$ cat src/rtl/thscd_pkg.sv
// shared types, command codes and coil table for the half-step command decoder
package thscd_pkg;

    localparam logic [7:0] CMD_PERIOD     = 8'hC0;
    localparam logic [7:0] CMD_POWER_MASK = 8'hA0;
    localparam logic [7:0] ECHO_CMD       = 8'h7F;
    localparam logic [7:0] CMD_FLAG       = 8'h80;

    localparam logic [2:0] PHASE_RESET  = 3'd0;
    localparam logic [1:0] POWER_RESET  = 2'b11;
    localparam logic [7:0] PERIOD_RESET = 8'd16;

    typedef logic [2:0] phase_t;
    typedef logic [3:0] coils_t;

    typedef struct packed {
        logic [7:0] echo_byte;
        logic       was_step;
        coils_t     coils_x;
        coils_t     coils_y;
        coils_t     coils_z;
        logic [1:0] power_lines;
        logic [7:0] period_setting;
    } result_t;

    // half-step coil pattern for each phase
    function automatic coils_t halfstep_coils(input phase_t phase);
        coils_t coils;
        case (phase)
            3'd0:    coils = 4'h9;
            3'd1:    coils = 4'h8;
            3'd2:    coils = 4'hC;
            3'd3:    coils = 4'h4;
            3'd4:    coils = 4'h6;
            3'd5:    coils = 4'h2;
            3'd6:    coils = 4'h3;
            3'd7:    coils = 4'h1;
            default: coils = 4'h9;
        endcase
        return coils;
    endfunction

    // advance and retreat cancel when both are set
    function automatic phase_t move_phase(input phase_t phase, input logic fwd,
                                          input logic back);
        return phase + {2'b00, fwd} - {2'b00, back};
    endfunction

endpackage

$ cat src/rtl/thscd_if.sv
// valid/ready channels for host bytes and decoder results
interface thscd_in_if;
    logic       valid;
    logic       ready;
    logic [7:0] host_byte;

    modport source (output valid, output host_byte, input ready);
    modport sink   (input valid, input host_byte, output ready);
endinterface

interface thscd_out_if;
    logic                valid;
    logic                ready;
    logic [7:0]          echo_byte;
    logic                was_step;
    thscd_pkg::coils_t   coils_x;
    thscd_pkg::coils_t   coils_y;
    thscd_pkg::coils_t   coils_z;
    logic [1:0]          power_lines;
    logic [7:0]          period_setting;

    modport source (output valid, output echo_byte, output was_step, output coils_x,
                    output coils_y, output coils_z, output power_lines,
                    output period_setting, input ready);
    modport sink   (input valid, input echo_byte, input was_step, input coils_x,
                    input coils_y, input coils_z, input power_lines,
                    input period_setting, output ready);
endinterface

$ cat src/rtl/thscd_decode.sv
// decoder state registers and per-byte next-state and result logic
module thscd_decode (
    input  logic                clk,
    input  logic                rst_n,
    input  logic                fire,
    input  logic [7:0]          host_byte,
    output thscd_pkg::result_t  result
);

    thscd_pkg::phase_t phase_x_reg, phase_x_next;
    thscd_pkg::phase_t phase_y_reg, phase_y_next;
    thscd_pkg::phase_t phase_z_reg, phase_z_next;
    logic              awaiting_reg, awaiting_next;
    logic [1:0]        power_reg, power_next;
    logic [7:0]        period_reg, period_next;
    logic              is_step;

    always_comb
    begin
        phase_x_next  = phase_x_reg;
        phase_y_next  = phase_y_reg;
        phase_z_next  = phase_z_reg;
        awaiting_next = awaiting_reg;
        power_next    = power_reg;
        period_next   = period_reg;
        is_step       = ((host_byte & thscd_pkg::CMD_FLAG) == 8'h00) && !awaiting_reg;

        if (is_step)
        begin
            phase_x_next = thscd_pkg::move_phase(phase_x_reg, host_byte[0], host_byte[3]);
            phase_y_next = thscd_pkg::move_phase(phase_y_reg, host_byte[1], host_byte[4]);
            phase_z_next = thscd_pkg::move_phase(phase_z_reg, host_byte[2], host_byte[5]);
        end
        else if (awaiting_reg)
        begin
            // byte after the period command is always data
            period_next   = host_byte;
            awaiting_next = 1'b0;
        end
        else
        begin
            if (host_byte == thscd_pkg::CMD_PERIOD)
            begin
                awaiting_next = 1'b1;
            end
            if ((host_byte & thscd_pkg::CMD_POWER_MASK) == thscd_pkg::CMD_POWER_MASK)
            begin
                power_next = host_byte[1:0];
            end
        end
    end

    always_comb
    begin
        result.echo_byte      = is_step ? host_byte : thscd_pkg::ECHO_CMD;
        result.was_step       = is_step;
        result.coils_x        = thscd_pkg::halfstep_coils(phase_x_next);
        result.coils_y        = thscd_pkg::halfstep_coils(phase_y_next);
        result.coils_z        = thscd_pkg::halfstep_coils(phase_z_next);
        result.power_lines    = power_next;
        result.period_setting = period_next;
    end

    always_ff @(posedge clk or negedge rst_n)
    begin
        if (!rst_n)
        begin
            phase_x_reg  <= thscd_pkg::PHASE_RESET;
            phase_y_reg  <= thscd_pkg::PHASE_RESET;
            phase_z_reg  <= thscd_pkg::PHASE_RESET;
            awaiting_reg <= 1'b0;
            power_reg    <= thscd_pkg::POWER_RESET;
            period_reg   <= thscd_pkg::PERIOD_RESET;
        end
        else if (fire)
        begin
            phase_x_reg  <= phase_x_next;
            phase_y_reg  <= phase_y_next;
            phase_z_reg  <= phase_z_next;
            awaiting_reg <= awaiting_next;
            power_reg    <= power_next;
            period_reg   <= period_next;
        end
    end

endmodule

$ cat src/rtl/three_axis_halfstep_command_decoder.sv
// Three-axis half-step command decoder. Each host byte gives exactly one result item. A byte
// is captured in an input register, decoded against the phase, power and period registers in
// one pass of logic, and the result is then written into an output register. One byte is
// accepted every cycle; the output register is taken away by the sink in the same cycle it is
// refilled, so throughput only drops when the result side stalls. Step bytes (bit 7 clear)
// move the X/Y/Z phases and are echoed; 0xC0 makes the next byte the step period; bytes
// matching 0xA0 set the two power lines. Non-step bytes echo 0x7F.
// The coil, power and period fields show state after the byte is applied.
module three_axis_halfstep_command_decoder (
    input  logic        clk,
    input  logic        rst_n,
    thscd_in_if.sink    host,
    thscd_out_if.source result
);

    logic               in_valid_reg;
    logic [7:0]         in_byte_reg;
    logic               out_valid_reg;
    thscd_pkg::result_t out_reg;
    thscd_pkg::result_t decoded;
    logic               advance;

    // move the captured byte on when the result slot is free or being emptied
    assign advance    = in_valid_reg && (!out_valid_reg || result.ready);
    assign host.ready = !in_valid_reg || advance;

    thscd_decode u_decode (
        .clk       (clk),
        .rst_n     (rst_n),
        .fire      (advance),
        .host_byte (in_byte_reg),
        .result    (decoded)
    );

    always_ff @(posedge clk or negedge rst_n)
    begin
        if (!rst_n)
        begin
            in_valid_reg  <= 1'b0;
            out_valid_reg <= 1'b0;
        end
        else
        begin
            if (host.ready)
            begin
                in_valid_reg <= host.valid;
            end
            if (advance)
            begin
                out_valid_reg <= 1'b1;
            end
            else if (result.ready)
            begin
                out_valid_reg <= 1'b0;
            end
        end
    end

    always_ff @(posedge clk)
    begin
        if (host.ready && host.valid)
        begin
            in_byte_reg <= host.host_byte;
        end
        if (advance)
        begin
            out_reg <= decoded;
        end
    end

    assign result.valid          = out_valid_reg;
    assign result.echo_byte      = out_reg.echo_byte;
    assign result.was_step       = out_reg.was_step;
    assign result.coils_x        = out_reg.coils_x;
    assign result.coils_y        = out_reg.coils_y;
    assign result.coils_z        = out_reg.coils_z;
    assign result.power_lines    = out_reg.power_lines;
    assign result.period_setting = out_reg.period_setting;

endmodule
$ cat src/flat_wrapper.sv
// flat-port wrapper written by rule: the top's interface ports become plain ports
module three_axis_halfstep_command_decoder_flat 
  (clk, rst_n, host_valid, host_host_byte, host_ready, result_valid, result_echo_byte, result_was_step, result_coils_x, result_coils_y, result_coils_z, result_power_lines, result_period_setting, result_ready);
  thscd_in_if host_i ();
  thscd_out_if result_i ();
  input  logic clk;
  input  logic rst_n;
  input wire logic [$bits(host_i.valid)-1:0] host_valid;
  input wire logic [$bits(host_i.host_byte)-1:0] host_host_byte;
  output wire logic [$bits(host_i.ready)-1:0] host_ready;
  output wire logic [$bits(result_i.valid)-1:0] result_valid;
  output wire logic [$bits(result_i.echo_byte)-1:0] result_echo_byte;
  output wire logic [$bits(result_i.was_step)-1:0] result_was_step;
  output wire logic [$bits(result_i.coils_x)-1:0] result_coils_x;
  output wire logic [$bits(result_i.coils_y)-1:0] result_coils_y;
  output wire logic [$bits(result_i.coils_z)-1:0] result_coils_z;
  output wire logic [$bits(result_i.power_lines)-1:0] result_power_lines;
  output wire logic [$bits(result_i.period_setting)-1:0] result_period_setting;
  input wire logic [$bits(result_i.ready)-1:0] result_ready;
  assign host_i.valid = host_valid;
  assign host_i.host_byte = host_host_byte;
  assign host_ready = host_i.ready;
  assign result_valid = result_i.valid;
  assign result_echo_byte = result_i.echo_byte;
  assign result_was_step = result_i.was_step;
  assign result_coils_x = result_i.coils_x;
  assign result_coils_y = result_i.coils_y;
  assign result_coils_z = result_i.coils_z;
  assign result_power_lines = result_i.power_lines;
  assign result_period_setting = result_i.period_setting;
  assign result_i.ready = result_ready;
  three_axis_halfstep_command_decoder u_core (.clk(clk), .rst_n(rst_n), .host(host_i), .result(result_i));
endmodule
$ cat config.mk
export PLATFORM = sky130hd
export DESIGN_NAME = three_axis_halfstep_command_decoder_flat
export DESIGN_NICKNAME = d
export VERILOG_FILES = /design/src/rtl/thscd_pkg.sv /design/src/rtl/thscd_if.sv /design/src/rtl/thscd_decode.sv /design/src/rtl/three_axis_halfstep_command_decoder.sv /design/src/flat_wrapper.sv
export SDC_FILE = /design/constraint.sdc
export NUM_CORES = 1
export LEC_CHECK = 0
export ABC_AREA = 1
export BUFFER_PORTS_ARGS = -buffer_cell sky130_fd_sc_hd__clkbuf_2
export CAP_MARGIN = 20
export CORE_UTILIZATION = 45
export DETAILED_ROUTE_END_ITERATION = 7
export GPL_TIMING_DRIVEN = 0
export HOLD_SLACK_MARGIN = 0.15
export PLACE_DENSITY = 0.79
export SETUP_SLACK_MARGIN = 0.2
export SLEW_MARGIN = 20
export SYNTH_ARGS = -nofsm -noshare
export SYNTH_HDL_FRONTEND = slang
export SYNTH_SLANG_ARGS = --single-unit
$ cat constraint.sdc
create_clock -name clk -period 1.9 [get_ports clk]
set_input_delay 0.19 -clock clk [delete_from_list [all_inputs] [get_ports clk]]
set_output_delay 0.19 -clock clk [all_outputs]
set_load 0.02 [all_outputs]
==> out/metrics.csv, run 1 <==
metric,value,unit
outcome,"finished, violations left",
failing checks,negative setup slack,
vias in the first global route,2050,
diode count,0,
clock network fraction of design power,20.6,%
slowest CP cell,fa_2,
total power,5.516,mW
Post-Syn Nets,290,
Yosys warning total,0,
# setup viols final,18,
Peak VDD IR,731.2,uV
crit path DAT,2.26,ns
fin nets,367,
Final ANT Viol Nets,0,
initial antenna violation count,0,
Crit Path Category,reg -> reg,
worst path bufs/invs,3,
"Cell Area, Synth",2824,sq um
# DRC,0,
placed instance count,388,
classification of the worst-slack hold path,in -> reg,
CP required,2.00,ns
"Distinct cells, synth",26,
P&R area growth vs syn,34.25,%
CTS tree,yes,
RSZ-0062 raised after global routing,yes,
Hold Startpoint,result_ready,
switching share of total power,39.75,%
initial DRC count,160,
r2r setup slk,-0.25,ns
crit path time final,2.155,ns
HPWL after DPL,3670,um
row count,28,
Total Wirelength,6345,um
CP peak stage delay,0.45,ns
"Avg Cell Area, Syn",10.50,sq um
most frequent cells in the layout,"57 x nand2_1, 44 x clkbuf_2, 39 x edfxtp_1",
Clock Skew,0.01106,ns
Fin. Hold Viols,0,
vias per inst,5.099,
clk slew on worst S/H paths,0.08,ns
Final period util,113.4,%
GRT overflow,0,
Reg power frac,38.0,%
reg2reg start,u_core.in_byte_reg[5],
Leak Pwr,1.681,nW
1st-pass router iterations,4,
Synth Area in XOR/XNOR,0,%
worst rel slew slack,61.20,%
die width,81.22,um
"commonest non-fill, non-tap cell in the layout",nand2_1,
largest family of logic cells by synthesized area,simple AND/OR/NAND/NOR gates,
Worst path top cell family by delay,adder cells,
GRT Total Usage,20.06,%
DR WL/cell,14.89,um
first-pass GRT wire length,9390,um
Tightest Pin Transition,0.5821,ns
Post-Synth Adder-Cell Area,4.785,%
mux cell area share after synthesis,0,%
total die area,6596,sq um
Port Buffers,44,
die height,81.22,um
Worst-Skew Late Latency,0.35,ns
cell area power density,1455,nW/um^2
"area leader, netlist",edfxtp_1,
largest net degree at the start of global routing,41,
CTS Buf Count,9,
Gate power share,41.5,%
I/O pin count,45,
Hold WS,0.1713,ns
simple-gate share of the synthesized area,20.74,%
max cap viols,0,
CP Max Fanout,6,
Critical Path End Type,register,
layout cells sized above 1,43.87,%
Compound-Gate Fraction of Synth Area,5.804,%
H-Tree Level Count,3,
Crit. Startpoint,u_core.in_byte_reg[5],
non-filler instance count after layout,426,
routed vias,2172,
clock sink count,61,
Setup WS post-layout,-0.2545,ns
CP cell instances,ha_1 -> inv_1 -> ha_1 -> inv_2 -> fa_2 -> inv_2 -> nand2_2 -> nand2_4 -> nor2_4 -> nand3_1 -> nand2_1,
RePlAce Congestion,0.7880,
Synth area leaders,"edfxtp_1 41%, dfrtp_1 17%, nand2_1 11%, inv_1 5.3%, o21ai_0 4.1%",
Internal,3.323,mW
Synth Register Bits,61,
final slew viol count,0,
Starting Density,47.14,%
core area,5991,sq um
switching power,2.193,mW
register area share after synthesis,61.10,%
CP startpoint kind,register,
fmax,464.1,MHz
clock tree buffer depth,2,
Root Driver,clkbuf_8,
Synth Instances,269,
share of the synthesized area in the top cell type,41.47,%
[stage by stage]
stage / cell area (sq um) / util (%) / TNS, ns / worst slack, ns
6_report: 3791 / 63.28 / -2.829 / -0.2545
5_1_grt: 3791 / 63.28 / -4.086 / -0.3293
4_1_cts: 3617 / 60.38 / -2.292 / -0.2240
3_5_place_dp: 3181 / 53.09 / -4.447 / -0.2913
3_3_place_gp: 3181 / 53.09 / -3.019 / -0.2142
2_1_floorplan: 2867 / - / -0.6677 / -0.1053
[final timing paths]
kind	end	cells after the start
max in group asynchronous	u_core.u_decode.period_reg[3]	2
setup reg to reg	u_core.result.coils_z[0]	11
setup / recovery	u_core.result.coils_z[0]	11
hold reg to reg	u_core.u_decode.period_reg[4]	2
min in group asynchronous	u_core.u_decode.awaiting_reg	2
hold / removal	u_core.in_valid_reg	4
[power groups by stage]
stage	Clock (mW)	Combinational (mW)	Sequential, mW
after floorplan	0	1.11	2.28
after global placement	0	1.65	2.07
after detailed placement	0	1.75	2.09
after CTS	1.14	1.92	2.06
after global routing	1.20	2.49	2.13
final	1.14	2.29	2.09
[cells by family after synthesis]
family,Yosys count
simple gates,119
flops,61
buf+inv,47
compound gates,32
fa+ha+maj,9
other cells,1
[area by class of cell]
type	instances	area [sq um]
plain buffers	7	62.56
clock buffers	10	127.6
clock inverters	6	63.81
fillers	464	2200
inverters	40	152.6
multi-input cells	161	1136
flip-flops and latches	61	1725
well taps	75	93.84
repair buffers	66	429.2
[cell usage after synthesis, drive strengths merged]
| library cell | number |
|---|---|
| edfxtp | 39 |
| nand2 | 91 |
| o21ai | 26 |
| nand4 | 4 |
| buf | 7 |
| inv | 40 |
| a31oi | 3 |
| or2 | 3 |
| fa | 3 |
| nor3 | 1 |
| ha | 6 |
| a21oi | 3 |
| conb | 1 |
| nand3 | 11 |
| nor2 | 9 |
| dfstp | 3 |
| dfrtp | 19 |
[worst register-to-register path: cells and delay by family, from the launching register on]
kind	cells	cell delay (ns)
buffers and inverters	3	0.18
flip-flops	1	0.43
AND/OR/NAND/NOR	5	0.37
adder cells (fa/ha/maj)	3	0.94
[metal layers]
| metal | track usage, % | share of wire (%) | up-vias |
|---|---|---|---|
| met1 | 23.46 | 39 | 1038 |
| met2 | 34.03 | 53 | 95 |
| met4 | 12.14 | 2.2 | 0 |
| met5 | 0 | 0 | - |
| li1 | - | - | 1027 |
| met3 | 3.820 | 5.5 | 12 |
[what timing repair did]
action | CTS | global route
resized for setup | 17 | 40
endpoints found under the setup margin | 55 | 55
endpoints found under the hold margin | 29 | 0
hold buffers | 11 | 0
buffers inserted | 8 | 3
pin swaps | 4 | 18
(Power assumes the default switching activity.)
==> run 2, diff against run 1 <==
- BUFFER_PORTS_ARGS: -buffer_cell sky130_fd_sc_hd__clkbuf_2 -> -buffer_cell sky130_fd_sc_hd__buf_2
==> run 2 against run 1 <==
The run still ends with negative setup slack left; critical path depth is the same; first-iteration DRC count fell by 27%; via count fell by 2.2%; flip-flop and latch count unchanged; worst setup slack improved by 0.034 ns; cell count increased by 0.23%; fmax rose by 1.6%; non-clock buffer count increased by 1; power is 1.9% lower; largest cell class unchanged.
==> out/metrics.csv, run 2 (same netlist as run 1, synthesis figures left out) <==
metric,value,unit,change
H-Tree Level Count,3,,unchanged
total die area,6596,sq um,unchanged
max cap viols,0,,unchanged
Total Wirelength,6188,um,was 6345 um
storage element area,1725,sq um,unchanged
initial DRC count,117,,was 160
clock tree buffer depth,2,,unchanged
GRT Total Usage,19.34,%,was 20.06%
Fin Setup TNS,-2.458,ns,was -2.829 ns
diode count,0,,unchanged
row count,28,,unchanged
reg-to-reg critical path endpoint,u_core.result.coils_x[2],,was u_core.result.coils_z[0]
Leak Pwr,1.688,nW,was 1.681 nW
die width,81.22,um,unchanged
Port Buffers,44,,unchanged
reg2reg start,u_core.in_byte_reg[3],,was u_core.in_byte_reg[5]
Final period util,111.6,%,was 113.4%
Hold Path Sink,u_core.result.valid,,was u_core.in_valid_reg
Multi-input gate area,1181,sq um,was 1136 sq um
fmax,471.6,MHz,was 464.1 MHz
Worst-Skew Late Latency,0.34,ns,was 0.35 ns
Final ANT Viol Nets,0,,unchanged
final slew viol count,0,,unchanged
Critical Path End Type,register,,unchanged
DR WL/cell,14.49,um,was 14.89 um
Register-to-Register Path Depth,11,,unchanged
"commonest non-fill, non-tap cell in the layout",nand2_1,,unchanged
most frequent cells in the layout,"56 x nand2_1, 46 x buf_2, 39 x edfxtp_1",,"was 57 x nand2_1, 44 x clkbuf_2, 39 x edfxtp_1"
fillers,459,,was 464
layout cells sized above 1,45.74,%,was 43.87%
Clock Skew,0.008884,ns,was 0.01106 ns
routed vias,2124,,was 2172
first-pass GRT wire length,9128,um,was 9390 um
RePlAce Congestion,0.7898,,was 0.7880
classification of the worst-slack hold path,in -> reg,,unchanged
Starting Density,47.14,%,unchanged
CP cell instances,ha_4 -> inv_2 -> ha_4 -> inv_2 -> fa_2 -> inv_2 -> nand2_2 -> nand2_4 -> nor2_4 -> nand2_1 -> nand2_1,,was ha_1 -> inv_1 -> ha_1 -> inv_2 -> fa_2 -> inv_2 -> nand2_2 -> nand2_4 -> nor2_4 -> nand3_1 -> nand2_1
total power,5.409,mW,was 5.516 mW
Setup WS post-layout,-0.2206,ns,was -0.2545 ns
Crit Path Category,reg -> reg,,unchanged
HPWL after DPL,3611,um,was 3670 um
clock network fraction of design power,18.0,%,was 20.6%
largest net degree at the start of global routing,41,,unchanged
GRT overflow,0,,unchanged
failing checks,negative setup slack,,unchanged
CP peak stage delay,0.45,ns,about the same
hold depth,5,,was 4
CP Max Fanout,6,,unchanged
die height,81.22,um,unchanged
RSZ-0062 raised after global routing,yes,,unchanged
Peak VDD IR,690.4,uV,was 731.2 uV
# DRC,0,,unchanged
Internal,3.221,mW,was 3.323 mW
final design utilization,63.66,%,was 63.28%
clock sink count,61,,unchanged
outcome,"finished, violations left",,unchanged
Tightest Pin Transition,0.5336,ns,was 0.5821 ns
switching share of total power,40.44,%,was 39.75%
CTS Buf Count,9,,unchanged
clk slew on worst S/H paths,0.07,ns,was 0.08 ns
Fin. Hold Viols,0,,unchanged
slowest CP cell,edfxtp_1,,was fa_2
vias per inst,4.974,,was 5.099
crit path time final,2.121,ns,was 2.155 ns
Reg power frac,38.7,%,was 38.0%
fin nets,368,,was 367
vias in the first global route,2039,,was 2050
I/O pin count,45,,unchanged
1st-pass router iterations,5,,was 4
CP required,2.00,ns,about the same
core area,5991,sq um,unchanged
switching power,2.187,mW,was 2.193 mW
Root Driver,clkbuf_8,,unchanged
crit path DAT,2.22,ns,was 2.26 ns
CP startpoint kind,register,,unchanged
CTS tree,yes,,unchanged
Gate power share,43.4,%,was 41.5%
r2r setup slk,-0.22,ns,was -0.25 ns
Most common cell on crit path,inv_2,,
cell area power density,1418,nW/um^2,was 1455 nW/um^2
P&R area growth vs syn,35.05,%,was 34.25%
Hold Startpoint,result_ready,,unchanged
worst rel slew slack,64.43,%,was 61.20%
# setup viols final,18,,unchanged
initial antenna violation count,0,,unchanged
run 2: changes by cell type in the layout (fill, tap and decap cells not counted), sizes merged:
cell,change
clkinvlp,-3
dlygate4sd3,+1
bufinv,-1
buf,+44
clkbuf,-45
clkinv,+5
run 2: metrics by stage:
stage	std cells	cell area, sq um	worst slack (ns)	hold WS, ns
2_1_floorplan	269	2867	-0.1053	-0.1056
3_3_place_gp	388	3181	-0.2119	0.1941
3_5_place_dp	388	3181	-0.3046	0.2069
4_1_cts	422	3552	-0.2141	0.3176
5_1_grt	427	3814	-0.2955	0.3872
6_report	427	3814	-0.2206	0.3343
run 2: how the worst max path moves through the flow:
stage	from	to	slack (ns)	depth (start not counted)
2_1_floorplan	u_core.in_byte_reg[5]	u_core.result.coils_z[0]	-0.11	11
3_3_place_gp	u_core.in_byte_reg[5]	u_core.result.coils_z[0]	-0.21	11
3_5_place_dp	u_core.in_byte_reg[5]	u_core.result.coils_z[0]	-0.30	11
4_1_cts	u_core.in_byte_reg[5]	u_core.result.coils_z[0]	-0.21	11
5_1_grt	u_core.in_byte_reg[5]	u_core.result.coils_z[0]	-0.30	11
6_report	u_core.in_byte_reg[3]	u_core.result.coils_x[2]	-0.22	11
run 2: layout make-up:
type                    count  share of cell area [%]
multi-input cells         161                   30.97
inverters                  40                   3.937
plain buffers               7                   1.739
flip-flops and latches     61                   45.24
clock buffers               9                   3.248
repair buffers             67                   11.29
clock inverters             7                   1.115
well taps                  75                   2.461
run 2: timing repair:
action                     CTS  global route
setup endpoints to repair   55            55
resized for setup           11            60
hold endpoints to repair    29             0
pin swaps                    6            30
buffers inserted             6             5
hold buffers                12             0
run 2: power by group through the flow:
stage / Sequential, mW / Clock, mW / Combinational (mW)
floorplan: 2.28 / 0 / 1.11
finish: 2.09 / 0.971 / 2.35
global placement: 2.07 / 0 / 1.66
CTS: 2.06 / 0.994 / 1.83
detailed placement: 2.08 / 0 / 1.74
global route: 2.13 / 1.04 / 2.58
run 2: worst max-delay path, delay by kind of cell (launching register included):
| family | cells | cell delay [ns] |
|---|---|---|
| fa+ha+maj | 3 | 0.88 |
| buf+inv | 3 | 0.15 |
| flops | 1 | 0.45 |
| simple gates | 5 | 0.38 |
run 2: routing by layer:
metal	up-vias	GRT usage (%)	part of all wire [%]
li1	1022	-	-
met3	10	6.404	5.2
met4	0	10.36	2.1
met2	67	31.60	52
met5	-	0	0
met1	1025	22.47	40
==> run 3, diff against run 2 <==
- CELL_PAD_IN_SITES_DETAIL_PLACEMENT: default -> 0
- CELL_PAD_IN_SITES_GLOBAL_PLACEMENT: default -> 1
- CORE_UTILIZATION: 45 -> 39
- PLACE_DENSITY: 0.79 -> 0.85
==> run 3 against run 2 <==
The run still ends with negative setup slack left; global-route usage decreased by 1.6 points; fmax increased by 1.4%; register-to-register slack improved by 0.03 ns; routed wire length decreased by 2.0%; sequential power about the same; design area increased by 0.95%; clock skew decreased by 0.0045 ns; critical path type unchanged; largest power group unchanged.
==> out/metrics.csv, run 3 (same netlist as run 1, synthesis figures left out) <==
metric,value,unit,change
fin nets,368,,unchanged
fmax,478.3,MHz,was 471.6 MHz
vias in the first global route,2066,,was 2039
crit path time final,2.091,ns,was 2.121 ns
H-Tree Level Count,3,,unchanged
classification of the worst-slack hold path,in -> async,,was in -> reg
Worst-Skew Late Latency,0.35,ns,was 0.34 ns
final slew viol count,0,,unchanged
Starting Density,40.89,%,was 47.14%
diode count,0,,unchanged
Leak Pwr,1.689,nW,was 1.688 nW
# DRC,0,,unchanged
I/O pin count,45,,unchanged
cell area after layout,3850,sq um,was 3814 sq um
P&R area growth vs syn,36.33,%,was 35.05%
crit path DAT,2.20,ns,was 2.22 ns
RSZ-0062 raised after global routing,yes,,unchanged
core area,6907,sq um,was 5991 sq um
non-filler instance count after layout,447,,was 427
die height,87.10,um,was 81.22 um
GRT overflow,0,,unchanged
cell area power density,1388,nW/um^2,was 1418 nW/um^2
Peak VDD IR,483.8,uV,was 690.4 uV
placed instance count,409,,was 388
Crit Path Category,reg -> reg,,unchanged
max cap viols,0,,unchanged
instance area at placement,3207,sq um,was 3181 sq um
pre-CTS setup slack,-0.2521,ns,was -0.3046 ns
GRT Total Usage,17.78,%,was 19.34%
Setup WS post-layout,-0.1909,ns,was -0.2206 ns
1st-pass router iterations,4,,was 5
die width,87.10,um,was 81.22 um
initial antenna violation count,0,,unchanged
clk slew on worst S/H paths,0.07,ns,about the same
initial DRC count,164,,was 117
clock tree buffer depth,2,,unchanged
Fin. Hold Viols,0,,unchanged
"commonest non-fill, non-tap cell in the layout",nand2_1,,unchanged
Critical Path End Type,register,,unchanged
Port Buffers,44,,unchanged
CP required,2.00,ns,about the same
first-pass GRT wire length,9839,um,was 9128 um
HPWL after DPL,3597,um,was 3611 um
RePlAce Congestion,0.7914,,was 0.7898
routed vias,2089,,was 2124
CP Max Fanout,5,,was 6
CP startpoint kind,register,,unchanged
worst rel slew slack,64.45,%,was 64.43%
Tightest Pin Transition,0.5332,ns,was 0.5336 ns
row count,30,,was 28
# setup viols final,17,,was 18
most frequent cells in the layout,"60 x nand2_1, 46 x buf_2, 39 x edfxtp_1",,"was 56 x nand2_1, 46 x buf_2, 39 x edfxtp_1"
failing checks,negative setup slack,,unchanged
Final period util,110.0,%,was 111.6%
DR WL/cell,13.57,um,was 14.49 um
layout cells sized above 1,44.44,%,was 45.74%
Hold WS,0.3556,ns,was 0.3343 ns
Total Wirelength,6066,um,was 6188 um
total die area,7586,sq um,was 6596 sq um
outcome,"finished, violations left",,unchanged
largest net degree at the start of global routing,41,,unchanged
Root Driver,clkbuf_8,,unchanged
CTS tree,yes,,unchanged
CTS Buf Count,9,,unchanged
clock sink count,61,,unchanged
Clock Skew,0.004347,ns,was 0.008884 ns
vias per inst,4.673,,was 4.974
Final ANT Viol Nets,0,,unchanged
-- run 3: stage by stage --
stage                     utilization [%]  power (mW)  setup TNS [ns]
final                               55.74       5.342          -1.956
after global routing                55.74       5.699          -3.284
after global placement              46.43       3.743          -4.004
after detailed placement            46.43       3.807          -5.069
after CTS                           53.71       5.094          -1.988
after floorplan                         -       3.391         -0.6677
-- run 3: what timing repair did --
item | in CTS | in global routing
hold endpoints to repair | 29 | 0
setup endpoints to repair | 55 | 52
setup buffers | 9 | 2
resized for setup | 40 | 32
cloned | 0 | 0
pin swaps | 19 | 20
hold buffers | 12 | 0
-- run 3: layer usage --
metal  share of wire [%]  up-vias  track usage [%]
met5                   0        -                0
met3                 5.5       14            3.697
met1                  44      983            22.85
met2                  48       66            27.92
met4                 2.1        0            10.43
li1                    -     1026                -
-- run 3: critical path: stages, from the launching register on --
cell	delay (ns)
edfxtp_1	0.42
inv_2	0.10
ha_4	0.21
inv_4	0.05
ha_4	0.12
inv_2	0.04
fa_2	0.42
nand2_4	0.11
nand3_4	0.09
nand2_4	0.11
nand2_4	0.07
nand2_1	0.07
nand2_1	0.05
-- run 3: area by class of cell --
| cell class | instances | area (sq um) |
|---|---|---|
| clock buffers | 9 | 123.9 |
| repair buffers | 67 | 430.4 |
| flip-flops and latches | 61 | 1725 |
| plain buffers | 7 | 75.07 |
| multi-input cells | 161 | 1189 |
| well taps | 96 | 120.1 |
| clock inverters | 6 | 31.28 |
| fillers | 632 | 3057 |
| inverters | 40 | 155.1 |
-- run 3: final timing paths --
| path | from | endpoint | slack [ns] | depth (start not counted) |
|---|---|---|---|---|
| setup / recovery | u_core.in_byte_reg[2] | u_core.result.coils_z[2] | -0.19 | 12 |
| hold / removal | rst_n | u_core.u_decode.period_reg[6] | 0.36 | 2 |
| setup reg to reg | u_core.in_byte_reg[2] | u_core.result.coils_z[2] | -0.19 | 12 |
| hold reg to reg | u_core.u_decode.power_reg[0] | u_core.u_decode.power_reg[0] | 0.49 | 2 |
| max in group asynchronous | rst_n | u_core.u_decode.period_reg[4] | 1.17 | 2 |
| min in group clk | u_core.u_decode.power_reg[0] | u_core.u_decode.power_reg[0] | 0.49 | 2 |
-- run 3: report_power, final --
group	internal (mW)	switching (mW)	leakage, nW	total [mW]
registers	1.88	0.218	0.648	2.10
logic	0.870	1.43	0.959	2.30
clock network	0.450	0.498	0.0821	0.948
